### src/rtl/desks_pkg.sv
// Shared constants, tables and helper functions for the DES round key schedule.
package desks_pkg;

  localparam int KEY_W       = 64;
  localparam int HALF_W      = 28;
  localparam int CD_W        = 2 * HALF_W;
  localparam int SUBKEY_W    = 48;
  localparam int ROUNDS      = 16;
  localparam int ROUND_W     = $clog2(ROUNDS);
  // The queue depth must be a power of two so the pointers wrap on their own.
  localparam int QUEUE_DEPTH = 2;
  localparam int QUEUE_AW    = $clog2(QUEUE_DEPTH);

  localparam logic [ROUND_W-1:0] LAST_ROUND = ROUND_W'(ROUNDS - 1);

  typedef logic [7:0] sel_t;

  // Key permutation that builds the halves: DES bit numbers of the key, C half first.
  localparam sel_t PC1_TBL [CD_W] = '{
    8'd57, 8'd49, 8'd41, 8'd33, 8'd25, 8'd17, 8'd9,  8'd1,  8'd58, 8'd50, 8'd42, 8'd34,
    8'd26, 8'd18, 8'd10, 8'd2,  8'd59, 8'd51, 8'd43, 8'd35, 8'd27, 8'd19, 8'd11, 8'd3,
    8'd60, 8'd52, 8'd44, 8'd36, 8'd63, 8'd55, 8'd47, 8'd39, 8'd31, 8'd23, 8'd15, 8'd7,
    8'd62, 8'd54, 8'd46, 8'd38, 8'd30, 8'd22, 8'd14, 8'd6,  8'd61, 8'd53, 8'd45, 8'd37,
    8'd29, 8'd21, 8'd13, 8'd5,  8'd28, 8'd20, 8'd12, 8'd4
  };

  // Subkey selection: bit numbers of C:D, counted from 1 at the MSB.
  localparam sel_t PC2_TBL [SUBKEY_W] = '{
    8'd14, 8'd17, 8'd11, 8'd24, 8'd1,  8'd5,  8'd3,  8'd28, 8'd15, 8'd6,  8'd21, 8'd10,
    8'd23, 8'd19, 8'd12, 8'd4,  8'd26, 8'd8,  8'd16, 8'd7,  8'd27, 8'd20, 8'd13, 8'd2,
    8'd41, 8'd52, 8'd31, 8'd37, 8'd47, 8'd55, 8'd30, 8'd40, 8'd51, 8'd45, 8'd33, 8'd48,
    8'd44, 8'd49, 8'd39, 8'd56, 8'd34, 8'd53, 8'd46, 8'd42, 8'd50, 8'd36, 8'd29, 8'd32
  };

  // Bit r is set where round r rotates by two places, clear where it rotates by one.
  localparam logic [ROUNDS-1:0] ROT_TWO = 16'b0111_1110_1111_1100;

  typedef struct packed {
    logic [HALF_W-1:0] c;
    logic [HALF_W-1:0] d;
  } halves_t;

  // Split a key into the C and D halves.
  function automatic halves_t pc1(input logic [KEY_W-1:0] key);
    logic [CD_W-1:0] cd;
    for (int i = 0; i < CD_W; i++) begin
      cd[CD_W-1-i] = key[KEY_W - int'(PC1_TBL[i])];
    end
    return halves_t'(cd);
  endfunction

  // Rotate one half left by one or two places.
  function automatic logic [HALF_W-1:0] rotl(input logic [HALF_W-1:0] v, input logic two);
    logic [HALF_W-1:0] res;
    if (two) begin
      res = {v[HALF_W-3:0], v[HALF_W-1:HALF_W-2]};
    end else begin
      res = {v[HALF_W-2:0], v[HALF_W-1]};
    end
    return res;
  endfunction

  // Select the 48 subkey bits from C:D.
  function automatic logic [SUBKEY_W-1:0] pc2(input halves_t h);
    logic [CD_W-1:0]     cd;
    logic [SUBKEY_W-1:0] sk;
    cd = CD_W'(h);
    for (int i = 0; i < SUBKEY_W; i++) begin
      sk[SUBKEY_W-1-i] = cd[CD_W - int'(PC2_TBL[i])];
    end
    return sk;
  endfunction

endpackage

### src/rtl/desks_key_if.sv
// Channel interface that carries one DES key per word.
interface desks_key_if;
  import desks_pkg::*;

  logic             valid;
  logic             ready;
  logic [KEY_W-1:0] key;

  modport source (output valid, output key, input ready);
  modport sink (input valid, input key, output ready);
endinterface

### src/rtl/desks_rkey_if.sv
// Channel interface that carries one round key with its index and last flag per word.
interface desks_rkey_if;
  import desks_pkg::*;

  logic                valid;
  logic                ready;
  logic [SUBKEY_W-1:0] round_key;
  logic [ROUND_W-1:0]  round_index;
  logic                last;

  modport source (output valid, output round_key, output round_index, output last,
                  input ready);
  modport sink (input valid, input round_key, input round_index, input last,
                output ready);
endinterface

### src/rtl/desks_front.sv
// Front end: takes key words and splits them into C and D halves for the queue.
module desks_front (
  desks_key_if.sink          in_ch,
  output logic               push_valid,
  output desks_pkg::halves_t push_data,
  input  logic               push_ready
);
  import desks_pkg::*;

  // A key is taken whenever the queue has a free slot.
  assign in_ch.ready = push_ready;
  assign push_valid  = in_ch.valid;

  // The key permutation into C and D is pure wiring.
  assign push_data = pc1(in_ch.key);
endmodule

### src/rtl/desks_queue.sv
// Short queue of C/D half pairs between the front end and the round sequencer.
module desks_queue (
  input  logic               clk,
  input  logic               rst_n,
  input  logic               push_valid,
  input  desks_pkg::halves_t push_data,
  output logic               push_ready,
  output logic               pop_valid,
  output desks_pkg::halves_t pop_data,
  input  logic               pop_ready
);
  import desks_pkg::*;

  halves_t             mem_r [QUEUE_DEPTH];
  logic [QUEUE_AW-1:0] wr_ptr_r, wr_ptr_nxt;
  logic [QUEUE_AW-1:0] rd_ptr_r, rd_ptr_nxt;
  logic [QUEUE_AW:0]   count_r, count_nxt;
  logic                do_push;
  logic                do_pop;

  assign push_ready = (count_r != (QUEUE_AW + 1)'(QUEUE_DEPTH));
  assign pop_valid  = (count_r != '0);
  assign pop_data   = mem_r[rd_ptr_r];
  assign do_push    = push_valid && push_ready;
  assign do_pop     = pop_valid && pop_ready;

  // Pointer and fill count update.
  always_comb begin
    wr_ptr_nxt = do_push ? wr_ptr_r + 1'b1 : wr_ptr_r;
    rd_ptr_nxt = do_pop ? rd_ptr_r + 1'b1 : rd_ptr_r;
    count_nxt  = count_r;
    if (do_push && !do_pop) begin
      count_nxt = count_r + 1'b1;
    end else if (do_pop && !do_push) begin
      count_nxt = count_r - 1'b1;
    end
  end

  always_ff @(posedge clk) begin
    if (!rst_n) begin
      wr_ptr_r <= '0;
      rd_ptr_r <= '0;
      count_r  <= '0;
    end else begin
      wr_ptr_r <= wr_ptr_nxt;
      rd_ptr_r <= rd_ptr_nxt;
      count_r  <= count_nxt;
    end
  end

  // Storage needs no reset.
  always_ff @(posedge clk) begin
    if (do_push) begin
      mem_r[wr_ptr_r] <= push_data;
    end
  end
endmodule

### src/rtl/desks_back.sv
// Round sequencer: rotates C and D once per round and registers each subkey for output.
module desks_back (
  input  logic               clk,
  input  logic               rst_n,
  input  logic               pop_valid,
  input  desks_pkg::halves_t pop_data,
  output logic               pop_ready,
  desks_rkey_if.source       out_ch
);
  import desks_pkg::*;

  logic                busy_r, busy_nxt;
  logic [ROUND_W-1:0]  round_r, round_nxt;
  halves_t             cd_r, cd_nxt;
  logic                out_valid_r, out_valid_nxt;
  logic [SUBKEY_W-1:0] round_key_r, round_key_nxt;
  logic [ROUND_W-1:0]  round_index_r, round_index_nxt;
  logic                last_r, last_nxt;
  halves_t             cd_rot;
  logic                slot_free;
  logic                advance;
  logic                load;

  // Halves after this round's rotation.
  assign cd_rot.c = rotl(cd_r.c, ROT_TWO[round_r]);
  assign cd_rot.d = rotl(cd_r.d, ROT_TWO[round_r]);

  // A round runs when the output register is empty or its word leaves this cycle.
  assign slot_free = !out_valid_r || out_ch.ready;
  assign advance   = busy_r && slot_free;
  assign pop_ready = !busy_r || (advance && (round_r == LAST_ROUND));
  assign load      = pop_valid && pop_ready;

  always_comb begin
    busy_nxt        = busy_r;
    round_nxt       = round_r;
    cd_nxt          = cd_r;
    out_valid_nxt   = out_valid_r;
    round_key_nxt   = round_key_r;
    round_index_nxt = round_index_r;
    last_nxt        = last_r;

    // Drop the output word once it has been taken.
    if (out_ch.ready) begin
      out_valid_nxt = 1'b0;
    end

    // Produce one round key.
    if (advance) begin
      out_valid_nxt   = 1'b1;
      round_key_nxt   = pc2(cd_rot);
      round_index_nxt = round_r;
      last_nxt        = (round_r == LAST_ROUND);
      cd_nxt          = cd_rot;
      round_nxt       = round_r + 1'b1;
      if (round_r == LAST_ROUND) begin
        busy_nxt = 1'b0;
      end
    end

    // Start the next key right behind the last round of the previous one.
    if (load) begin
      busy_nxt  = 1'b1;
      round_nxt = '0;
      cd_nxt    = pop_data;
    end
  end

  always_ff @(posedge clk) begin
    if (!rst_n) begin
      busy_r      <= 1'b0;
      round_r     <= '0;
      out_valid_r <= 1'b0;
    end else begin
      busy_r      <= busy_nxt;
      round_r     <= round_nxt;
      out_valid_r <= out_valid_nxt;
    end
  end

  // Payload registers.
  always_ff @(posedge clk) begin
    cd_r          <= cd_nxt;
    round_key_r   <= round_key_nxt;
    round_index_r <= round_index_nxt;
    last_r        <= last_nxt;
  end

  assign out_ch.valid       = out_valid_r;
  assign out_ch.round_key   = round_key_r;
  assign out_ch.round_index = round_index_r;
  assign out_ch.last        = last_r;
endmodule

### src/rtl/des_round_key_schedule.sv
// DES key schedule: one 64-bit key in, sixteen 48-bit round keys out.
//
// The in_ch channel takes one key word per valid/ready handshake, with DES bit 1
// in the MSB; parity bits are ignored. The out_ch channel gives one word per
// round: the 48-bit subkey selected from C:D, its round index (0 to 15) and a
// last flag on the sixteenth. Keys come out strictly in arrival order.
// The first round key of a key passes through the queue, the C/D register and
// the output register if the block was idle; the rest follow one per cycle
// while out_ch is ready. The round sequencer registers one round key per cycle
// into the single output register, so it sets the sustained key rate.
// A two-entry queue between the key front end and the round sequencer lets
// keys be taken while earlier ones are still being expanded; in_ch.ready
// drops only when that queue is full.
// When out_ch stalls, the output word holds and the sequencer waits on it.
// Synchronous active-low reset empties the queue and the output register.
module des_round_key_schedule (
  input logic          clk,
  input logic          rst_n,
  desks_key_if.sink    in_ch,
  desks_rkey_if.source out_ch
);
  import desks_pkg::*;

  logic    push_valid;
  logic    push_ready;
  halves_t push_data;
  logic    pop_valid;
  logic    pop_ready;
  halves_t pop_data;

  // Key intake and the split into C and D.
  desks_front u_front (
    .in_ch      (in_ch),
    .push_valid (push_valid),
    .push_data  (push_data),
    .push_ready (push_ready)
  );

  // Decoupling queue.
  desks_queue u_queue (
    .clk        (clk),
    .rst_n      (rst_n),
    .push_valid (push_valid),
    .push_data  (push_data),
    .push_ready (push_ready),
    .pop_valid  (pop_valid),
    .pop_data   (pop_data),
    .pop_ready  (pop_ready)
  );

  // Round rotations, subkey selection and output register.
  desks_back u_back (
    .clk       (clk),
    .rst_n     (rst_n),
    .pop_valid (pop_valid),
    .pop_data  (pop_data),
    .pop_ready (pop_ready),
    .out_ch    (out_ch)
  );
endmodule
### src/flat_wrapper.sv
// flat-port wrapper written by rule: the top's interface ports become plain ports
module des_round_key_schedule_flat import desks_pkg::*;
  (clk, rst_n, in_ch_valid, in_ch_key, in_ch_ready, out_ch_valid, out_ch_round_key, out_ch_round_index, out_ch_last, out_ch_ready);
  desks_key_if in_ch_i ();
  desks_rkey_if out_ch_i ();
  input logic clk;
  input logic rst_n;
  input wire logic [$bits(in_ch_i.valid)-1:0] in_ch_valid;
  input wire logic [$bits(in_ch_i.key)-1:0] in_ch_key;
  output wire logic [$bits(in_ch_i.ready)-1:0] in_ch_ready;
  output wire logic [$bits(out_ch_i.valid)-1:0] out_ch_valid;
  output wire logic [$bits(out_ch_i.round_key)-1:0] out_ch_round_key;
  output wire logic [$bits(out_ch_i.round_index)-1:0] out_ch_round_index;
  output wire logic [$bits(out_ch_i.last)-1:0] out_ch_last;
  input wire logic [$bits(out_ch_i.ready)-1:0] out_ch_ready;
  assign in_ch_i.valid = in_ch_valid;
  assign in_ch_i.key = in_ch_key;
  assign in_ch_ready = in_ch_i.ready;
  assign out_ch_valid = out_ch_i.valid;
  assign out_ch_round_key = out_ch_i.round_key;
  assign out_ch_round_index = out_ch_i.round_index;
  assign out_ch_last = out_ch_i.last;
  assign out_ch_i.ready = out_ch_ready;
  des_round_key_schedule u_core (.clk(clk), .rst_n(rst_n), .in_ch(in_ch_i), .out_ch(out_ch_i));
endmodule
### config.mk
export PLATFORM = sky130hd
export DESIGN_NAME = des_round_key_schedule_flat
export DESIGN_NICKNAME = d
export VERILOG_FILES = /design/src/rtl/desks_pkg.sv /design/src/rtl/desks_key_if.sv /design/src/rtl/desks_rkey_if.sv /design/src/rtl/desks_front.sv /design/src/rtl/desks_queue.sv /design/src/rtl/desks_back.sv /design/src/rtl/des_round_key_schedule.sv /design/src/flat_wrapper.sv
export SDC_FILE = /design/constraint.sdc
export NUM_CORES = 1
export LEC_CHECK = 0
export ABC_AREA = 1
export BUFFER_PORTS_ARGS = -buffer_cell sky130_fd_sc_hd__buf_2
export CAP_MARGIN = 20
export CORE_ASPECT_RATIO = 0.7
export CORE_MARGIN = 1
export CORE_UTILIZATION = 55
export CTS_CLUSTER_DIAMETER = 100
export DETAILED_ROUTE_END_ITERATION = 8
export PLACE_DENSITY = 0.81
export SKIP_CTS_REPAIR_TIMING = 1
export SYNTH_ARGS = -nofsm -noshare
export SYNTH_HDL_FRONTEND = slang
export SYNTH_SLANG_ARGS = --single-unit
### constraint.sdc
create_clock -name clk -period 5.5 [get_ports clk]
set_input_delay 0.55 -clock clk [delete_from_list [all_inputs] [get_ports clk]]
set_output_delay 0.55 -clock clk [all_outputs]
set_load 0.01 [all_outputs]
==> metrics.cfg, run 1 <==
[run_status]
run_status = finished clean

[power_and_ir_drop]
power_leakage_nw = 3.87
power_density_mw_per_mm2 = 585
peakVddDrop_mv = 0.280
fin_total_pwr_mw = 6.09

[cts]
htreeDepth = 1
cts_num_sinks = 233
root_buffer = clkbuf_16
cts_tree = built
clock_latency_ns = 0.49
clockBufferDepth = 3
path_clk_slew_ns = 0.06
cts_buffers = 22

[floorplanning]
ios = 123
die_h_um = 109
rows = 38
dieArea_mm2 = 0.0169
dieWidth_um = 155
start_util_pct = 57.1
core_region_area_mm2 = 0.0157

[cells_and_area]
layout.nets = 857
drive_above_1_share_pct = 20.5
syn2layout_area_growth_pct = 15.7
final_area_mm2 = 0.0104
fillers = 1124
insertedDiodeCount = 0
regArea_mm2 = 0.00688
multi_input_area_mm2 = 0.00181

[synth]
synthMuxAreaShare_pct = 1.89
synth_top_family_by_area = simple AND/OR/NAND/NOR gates
syn_nets = 749
synthXorXnorAreaFrac_pct = 0
ys_ff_latch = 233
synth_area_mm2 = 0.00899
syn_area_per_cell_um2 = 13.2
synth_area_leaders = edfxtp_1 (74%), nand2_1 (6.4%), a31oi_1 (3.3%)
synth-main-ff-cell = edfxtp_1
yosys.area.top_type_share_pct = 73.8
synth_edf_count = 221
yosysSeqAreaShare_pct = 76.5
syn_inst = 679
postSynth.asyncResetShare_pct = 0
synth_fa_ha_area_share_pct = 0.278
yosys.area.top_type = edfxtp_1
synth-simple-area-share_pct = 10.1
synth_compound_area_share_pct = 7.53
synth_cell_type_count = 24
yosys_warnings = 0

[worst_setup_path]
arrival_ns = 3.51
crit_path_start_kind = flip-flop
crit_chain = ha_1 > inv_1 > nor2_2 > nand2_1 > nand2_1 > nand2_1 > nand2_2 > buf_4
worstPathMaxFanout = 34
crit_type = flip-flop to flip-flop
cp_common_cell = nand2_1
critPathSlowestCell = nand2_2
endpoint_kind = flip-flop
r2r-start = u_core.u_back.round_r[0]
max_stage_delay_ns = 0.89
cp.depth = 8
path_buf_inv = 2
critPathLaunch = u_core.u_back.round_r[0]
r2r_cells = 8
cpLargestDelayFamily = simple AND/OR/NAND/NOR gates
crit_required_ns = 5.66

[grt]
grt_max_degree = 105
grt_usage_pct = 20.3
gr-total-overflow = 0
grt_pass1_vias = 5263
antenna_found_initial = 0
grt_pass1_wl_um = 26200

[detailed_routing]
routed_wl_um = 16900
vias_per_cell = 5.37
dr.first_iter.drc_count = 464
dr.pass1.iters = 7
wl_per_cell_um = 16.6
vias = 5486
ant_nets = 0
drc = 0

[flow_run]
maxCapViolCount = 0

[timing]
skew_ns = 0.00735
timing.setup.tns_ns = 0
hold_viol_final = 0
fmax_mhz = 299
hold_ws_ns = 0.243
period_share_pct = 60.9
setup_slack_ns = 2.15
drv_slew = 0
grt_setup_unrepaired = no
worst_slew_pin_slew_ns = 0.996
fin_crit_ns = 3.35
slew_headroom_pct = 33.6
setup_viol = 0

[worst_hold_path]
holdCritPathClass = primary input to flip-flop
hp-start = in_ch_key[35]
holdPathStages = 1

[place]
placed_cell_area_mm2 = 0.00973
place_congestion = 0.786
hpwl_um = 9960
port_buffers = 114
place_ws_ns = 2.06

[metal layers]
metal	wire length [µm]	global-route usage (%)	vias up
met4	273	4.74	0
met3	1010	3.42	21
met2	8090	34.0	201
li1	-	-	2644
met5	0	0	-
met1	7560	28.2	2620
[cell families (layout without fill, tap and decap cells)]
kind of cell,count (synthesis),after routing
AO/OA/AOI/OAI,118,118
buffers and inverters,75,197
AND/OR/NAND/NOR,235,235
multiplexers,16,16
flip-flops,233,233
adder cells (fa/ha/maj),2,2
[worst paths after layout]
kind	end	slack, ns
setup / recovery	u_core.u_back.cd_r[45]	2.15
hold / removal	u_core.u_queue.mem_r[0][7]	0.24
hold reg to reg	flip-flop	0.47
setup reg to reg	u_core.u_back.cd_r[45]	2.15
[cells in the mapped netlist (2+ instances only)]
cell	number
mux2i_1	8
a31oi_1	48
o211ai_1	8
o21ai_0	36
dfxtp_1	12
nand2_1	153
edfxtp_1	221
inv_1	39
ha_1	2
mux2_2	8
clkbuf_1	15
nor2_1	70
nand3_1	6
a21oi_1	24
nand4_1	3
buf_2	14
buf_6	5
[cell usage in the layout (no fill, tap or decap), types with 8 or more instances in the layout]
master	Yosys	layout
o211ai_1	8	8
edfxtp_1	221	221
nand2_1	153	152
dfxtp_1	12	10
mux2_2	8	8
a31oi_1	48	48
nor2_1	70	68
o21ai_0	36	36
mux2i_1	8	8
clkbuf_16	0	24
a21oi_1	24	23
inv_1	39	38
buf_2	14	114
clkbuf_1	15	8
[flip-flops by register name (all words and copies together), names as in the netlist, named ones only]
name	flops
u_core.u_queue.mem_r	112
u_core.u_back.busy_r	1
u_core.u_back.out_ch.valid	1
u_core.u_back.cd_r	56
u_core.u_queue.count_r	2
u_core.u_back.out_ch.round_key	48
u_core.u_back.out_ch.last	1
u_core.u_queue.rd_ptr_r	1
u_core.u_back.out_ch.round_index	4
u_core.u_queue.wr_ptr_r	1
u_core.u_back.round_r	4
[layout make-up]
| cell class | count | area share (%) |
|---|---|---|
| timing repair buffer | 120 | 5.92 |
| clock inverter | 4 | 0.156 |
| sequential | 233 | 66.1 |
| multi-input combinational | 371 | 17.4 |
| clock buffer | 34 | 6.32 |
| inverter | 39 | 1.41 |
| tap | 220 | 2.65 |
[power by group]
| group | internal (mW) | switching [mW] | total (mW) |
|---|---|---|---|
| logic | 0.508 | 1.19 | 1.70 |
| clock network | 0.820 | 0.600 | 1.42 |
| registers | 2.77 | 0.197 | 2.97 |
[stage by stage]
| stage | std cells | util (%) |
|---|---|---|
| floorplan | 679 | - |
| global placement | 983 | 61.8 |
| detailed placement | 983 | 61.8 |
| CTS | 1021 | 66.1 |
| global route | 1021 | 66.1 |
| finish | 1021 | 66.1 |
(Power assumes the default switching activity.)
==> inputs of run 2 (changes only) <==
CORE_UTILIZATION = 51   (was 55)
PLACE_DENSITY = 0.79   (was 0.81)
clock period = 3.05 ns   (was 5.5 ns; I/O delays follow)
==> run 2 against run 1 <==
Net effect: clock power increased by 100%; register-to-register slack got worse by 1.4 ns; combinational power increased by 89%; global-route usage decreased by 0.84 points; setup slack got worse by 1.4 ns; fmax increased by 46%; sequential share of layout area decreased by 3.6 points; cell area increased by 5.8%; routed wire length increased by 5.0%; critical endpoint is now u_core.u_back.cd_r[36]; highest routed layer unchanged.
==> metrics.cfg, run 2 (synthesis gave the netlist of run 1 again) <==
[detailed_routing]
dr.pass1.iters = 5  ; -2
dr.first_iter.drc_count = 480  ; +3.4%
vias_per_cell = 5.20  ; -3.2%
wl_per_cell_um = 16.5  ; -0.64%
vias = 5611  ; +2.3%
ant_nets = 0  ; unchanged
routed_wl_um = 17800  ; +5.0%
drc = 0  ; unchanged

[worst_setup_path]
arrival_ns = 2.45  ; -1.06 ns
worstPathMaxFanout = 56  ; +65%
crit_type = flip-flop to flip-flop
max_stage_delay_ns = 0.42  ; -0.47 ns
crit_required_ns = 3.21  ; -2.45 ns
endpoint_kind = flip-flop
crit_chain = ha_1 > inv_1 > nor2_2 > nand2_1 > nand2_1 > nand2_1 > buf_4 > nand2_2 > buf_12
critPathSlowestCell = dfxtp_1
cp_common_cell = nand2_1
crit_path_start_kind = flip-flop

[timing]
setup_viol = 0  ; unchanged
slew_headroom_pct = 35.7  ; +2.1 points
drv_slew = 0  ; unchanged
hold_ws_ns = 0.00702  ; -0.236 ns
hold_viol_final = 0  ; unchanged
setup_slack_ns = 0.754  ; -1.40 ns
skew_ns = 0.0172  ; +0.00986 ns
period_share_pct = 75.3  ; +14 points
fin_crit_ns = 2.30  ; -1.05 ns
timing.setup.tns_ns = 0  ; unchanged
grt_setup_unrepaired = no
fmax_mhz = 436  ; +46%
worst_slew_pin_slew_ns = 0.963  ; -0.0330 ns

[grt]
grt_max_degree = 101  ; -3.8%
grt_pass1_wl_um = 27100  ; +3.2%
antenna_found_initial = 0  ; unchanged
grt_pass1_vias = 5117  ; -2.8%
gr-total-overflow = 0  ; unchanged
grt_usage_pct = 19.4  ; -0.84 points
grt_use_met3_pct = 3.56  ; +0.14 points
busiest_layer = met2
grt_util_met2_pct = 30.6  ; -3.4 points
use_met1_pct = 28.7  ; +0.57 points

[cts]
root_buffer = clkbuf_16
cts_tree = built
clockBufferDepth = 3  ; unchanged
htreeDepth = 1  ; unchanged
path_clk_slew_ns = 0.07  ; about the same
cts_num_sinks = 233  ; unchanged
clock_latency_ns = 0.50  ; about the same
cts_buffers = 23  ; +4.5%

[power_and_ir_drop]
p_int_mw = 7.74  ; +89%
p_comb_share_pct = 28.1  ; +0.3 points
fin_total_pwr_mw = 11.4  ; +88%
p_switching_mw = 3.67  ; +85%
clock_power_share_pct = 25.0  ; +1.7 points
power_leakage_nw = 4.13  ; +6.6%
swShare_pct = 32.2  ; -0.43 points
peakVddDrop_mv = 0.619  ; +120%
power_density_mw_per_mm2 = 1040  ; +77%
p_seq_share_pct = 46.9  ; -1.9 points

[cells_and_area]
drive_above_1_share_pct = 20.4  ; -0.073 points
layout.nets = 902  ; +5.3%
final_common_cell = edfxtp_1
top_register = u_core.u_queue.mem_r
final-instance-count-excl-fill = 1079  ; +5.7%
final_cell_mix = edfxtp_1 (221), nand2_1 (152), buf_2 (114)
multi_input_area_mm2 = 0.00181  ; unchanged
insertedDiodeCount = 0  ; unchanged
regArea_mm2 = 0.00688  ; unchanged
largest_reg_flops = 112  ; unchanged
syn2layout_area_growth_pct = 22.4
fillers = 1296  ; +15%

[floorplanning]
rows = 40  ; +5.3%
ios = 123  ; unchanged
die_h_um = 113  ; +3.8%
dieWidth_um = 161  ; +3.8%
start_util_pct = 52.2  ; -4.9 points
core_region_area_mm2 = 0.0172  ; +9.4%
dieArea_mm2 = 0.0182  ; +7.7%

[place]
place_ws_ns = 0.803  ; -1.26 ns
hpwl_um = 10100  ; +1.1%
place_congestion = 0.781  ; -0.61%
dp_cells = 997  ; +1.4%
port_buffers = 114  ; unchanged

[flow_run]
maxCapViolCount = 0  ; unchanged

[worst_hold_path]
holdCritPathClass = primary input to flip-flop

[run_status]
run_status = finished clean

run 2: power by group through the flow:
stage	Clock [mW]	Sequential [mW]	Combinational, mW
2_1_floorplan	0	5.46	2.06
3_3_place_gp	0	5.36	3.08
3_5_place_dp	0	5.40	3.19
4_1_cts	2.89	5.35	3.21
5_1_grt	3.03	5.44	3.59
6_report	2.85	5.35	3.21
run 2: worst paths after layout:
kind	start	endpoint	slack (ns)	cells after the start
worst min-delay path	in_ch_key[43]	u_core.u_queue.mem_r[1][6]	0.007	1
worst min register to register	u_core.u_queue.rd_ptr_r	flip-flop	0.45	1
worst max register to register	u_core.u_back.round_r[0]	u_core.u_back.cd_r[36]	0.75	9
worst max-delay path	u_core.u_back.round_r[0]	u_core.u_back.cd_r[36]	0.75	9
run 2: worst max-delay path: cells and delay by family, from the launching register on:
kind / cells / cell delay [ns]
and+or+nand+nor: 5 / 0.63
buffers and inverters: 3 / 0.64
adders and majority gates: 1 / 0.22
DFF: 1 / 0.42
run 2: area by class of cell:
| class | instances | area share (%) |
|---|---|---|
| flip-flops and latches | 233 | 62.5 |
| repair buffers | 164 | 10.2 |
| inverters | 39 | 1.33 |
| multi-input cells | 371 | 16.5 |
| clock inverters | 15 | 1.53 |
| well taps | 231 | 2.63 |
| clock buffers | 26 | 5.33 |
run 2: layer usage:
metal / part of all wire, % / wire length (µm)
met1: 46 / 8120
met2: 46 / 8130
met3: 7.0 / 1240
met4: 1.7 / 294
met5: 0 / 0
run 2: metrics by stage:
| stage | instance area, µm² | utilization, % |
|---|---|---|
| 2_1_floorplan | 9000 | - |
| 3_3_place_gp | 9840 | 57.2 |
| 3_5_place_dp | 9840 | 57.2 |
| 4_1_cts | 10600 | 61.6 |
| 5_1_grt | 11000 | 63.9 |
| 6_report | 11000 | 63.9 |
==> inputs of run 3 (changes only) <==
CORE_UTILIZATION = 55   (was 51)
PLACE_DENSITY = 0.81   (was 0.79)
clock period = 2.2 ns   (was 3.05 ns; I/O delays follow)
==> run 3 against run 2 <==
Net effect: cell area rose by 2.1%; clock power grew 34%; highest routed layer unchanged; register-to-register slack got worse by 0.58 ns; sequential cell count stayed put; critical path type unchanged.
==> metrics.cfg, run 3 (synthesis gave the netlist of run 1 again) <==
[run_status]
run_status = finished clean

[detailed_routing]
dr.pass1.iters = 5  ; unchanged
routed_wl_um = 18000  ; +1.1%
vias = 5769  ; +2.8%
ant_nets = 0  ; unchanged
drc = 0  ; unchanged
wl_per_cell_um = 16.5  ; about the same
dr.first_iter.drc_count = 485  ; +1.0%
vias_per_cell = 5.29  ; +1.7%

[place]
hpwl_um = 10900  ; +8.2%
place_ws_ns = 0.0808  ; -0.722 ns
dp_cells = 995  ; -0.20%
port_buffers = 114  ; unchanged
placed_cell_area_mm2 = 0.00993  ; +0.85%
place_congestion = 0.876  ; +12%

[timing]
hold_ws_ns = 0.0682  ; +0.0612 ns
skew_ns = 0.00805  ; -0.00917 ns
fmax_mhz = 493  ; +13%
slew_headroom_pct = 62.3  ; +27 points
setup_slack_ns = 0.171  ; -0.583 ns
period_share_pct = 92.2  ; +17 points
worst_slew_pin_slew_ns = 0.566  ; -0.397 ns
hold_viol_final = 0  ; unchanged
setup_viol = 0  ; unchanged
drv_slew = 0  ; unchanged
grt_setup_unrepaired = no
fin_crit_ns = 2.03  ; -0.267 ns

[worst_setup_path]
crit_type = flip-flop to flip-flop
arrival_ns = 2.40  ; -0.05 ns
max_stage_delay_ns = 0.37  ; -0.05 ns
crit_chain = ha_1 > inv_1 > nor2_2 > nand2_1 > nand2_1 > nand2_1 > ha_1 > a21oi_1 > o21ai_0 > o21ai_1 > a21oi_1
crit_path_start_kind = flip-flop
cp_common_cell = nand2_1
endpoint_kind = flip-flop
crit_required_ns = 2.57  ; -0.64 ns
worstPathMaxFanout = 6  ; -89%
cpLargestDelayFamily = adder cells
path_buf_inv = 1  ; -2
critPathSlowestCell = dfxtp_2

[cells_and_area]
layout.nets = 925  ; +2.5%
final_cell_mix = edfxtp_1 (221), nand2_1 (152), buf_2 (114)
final_common_cell = edfxtp_1
largest_reg_flops = 112  ; unchanged
insertedDiodeCount = 0  ; unchanged
final_area_mm2 = 0.0112  ; +2.1%
top_register = u_core.u_queue.mem_r
utilization_pct = 71.4  ; +7.5 points
regArea_mm2 = 0.00688  ; about the same
multi_input_area_mm2 = 0.00182  ; +0.28%
syn2layout_area_growth_pct = 25.0
drive_above_1_share_pct = 21.6  ; +1.2 points
final-instance-count-excl-fill = 1091  ; +1.1%
fillers = 1057  ; -18%

[cts]
path_clk_slew_ns = 0.06  ; about the same
clockBufferDepth = 3  ; unchanged
clock_latency_ns = 0.49  ; about the same
cts_num_sinks = 233  ; unchanged
root_buffer = clkbuf_16
htreeDepth = 1  ; unchanged
cts_buffers = 22  ; -4.3%
cts_tree = built

[grt]
gr-total-overflow = 0  ; unchanged
grt_max_degree = 60  ; -41%
antenna_found_initial = 0  ; unchanged
grt_pass1_wl_um = 27100  ; about the same
grt_pass1_vias = 5402  ; +5.6%
grt_usage_pct = 21.0  ; +1.5 points

[power_and_ir_drop]
power_leakage_nw = 4.25  ; +2.9%
peakVddDrop_mv = 0.766  ; +24%
power_density_mw_per_mm2 = 1420  ; +37%

[floorplanning]
die_h_um = 109  ; -3.6%
rows = 38  ; -5.0%
core_region_area_mm2 = 0.0157  ; -8.6%
start_util_pct = 57.1  ; +4.9 points
dieArea_mm2 = 0.0169  ; -7.2%
ios = 123  ; unchanged
dieWidth_um = 155  ; -3.7%

[flow_run]
maxCapViolCount = 0  ; unchanged

[worst_hold_path]
holdCritPathClass = primary input to flip-flop

run 3: cell types whose count changed in the layout (fill, tap and decap cells not counted), sizes merged:
cell,previous run,this run
buf,123,132
bufinv,4,2
clkbuf,26,27
clkinv,11,9
clkinvlp,0,2
dlygate4sd3,41,56
run 3: worst min-delay path, stage by stage:
cell and delay (ns):
buf_2 0.16, o21ai_0 0.09, a21oi_1 0.04
run 3: final cells by class:
cell class	instances	share of cell area (%)
multi-input combinational	371	16.2
tap	220	2.45
timing repair buffer	188	12.2
inverter	39	1.30
clock inverter	13	1.05
clock buffer	27	5.62
sequential	233	61.2
run 3: through the flow:
step | total power, mW | setup TNS [ns]
floorplan | 10.4 | -32.47
global placement | 11.8 | 0
detailed placement | 12.1 | 0
CTS | 15.9 | 0
global route | 16.8 | 0
finish | 15.9 | 0
run 3: routing by layer:
metal  track usage (%)  up-vias  wire length, µm  share of wire, %
met5                 0        -                0                 0
li1                  -     2784                -                 -
met3              3.58       27             1170               6.5
met1              29.4     2756             7920                44
met4              4.95        0              257               1.4
met2              34.7      202             8630                48
run 3: path summary, 6_finish.rpt:
| kind | from | to | slack [ns] | depth (start not counted) |
|---|---|---|---|---|
| setup reg to reg | u_core.u_back.round_r[0] | u_core.u_queue.count_r[1] | 0.17 | 11 |
| setup / recovery | u_core.u_back.round_r[0] | u_core.u_queue.count_r[1] | 0.17 | 11 |
| hold reg to reg | u_core.u_queue.rd_ptr_r | u_core.u_queue.rd_ptr_r | 0.48 | 1 |
| hold / removal | rst_n | u_core.u_queue.count_r[0] | 0.07 | 3 |
run 3: where the power goes:
| part | internal (mW) | switching [mW] |
|---|---|---|
| clock | 2.28 | 1.55 |
| sequential | 6.91 | 0.508 |
| combinational | 1.61 | 3.06 |
| total | 10.8 | 5.13 |
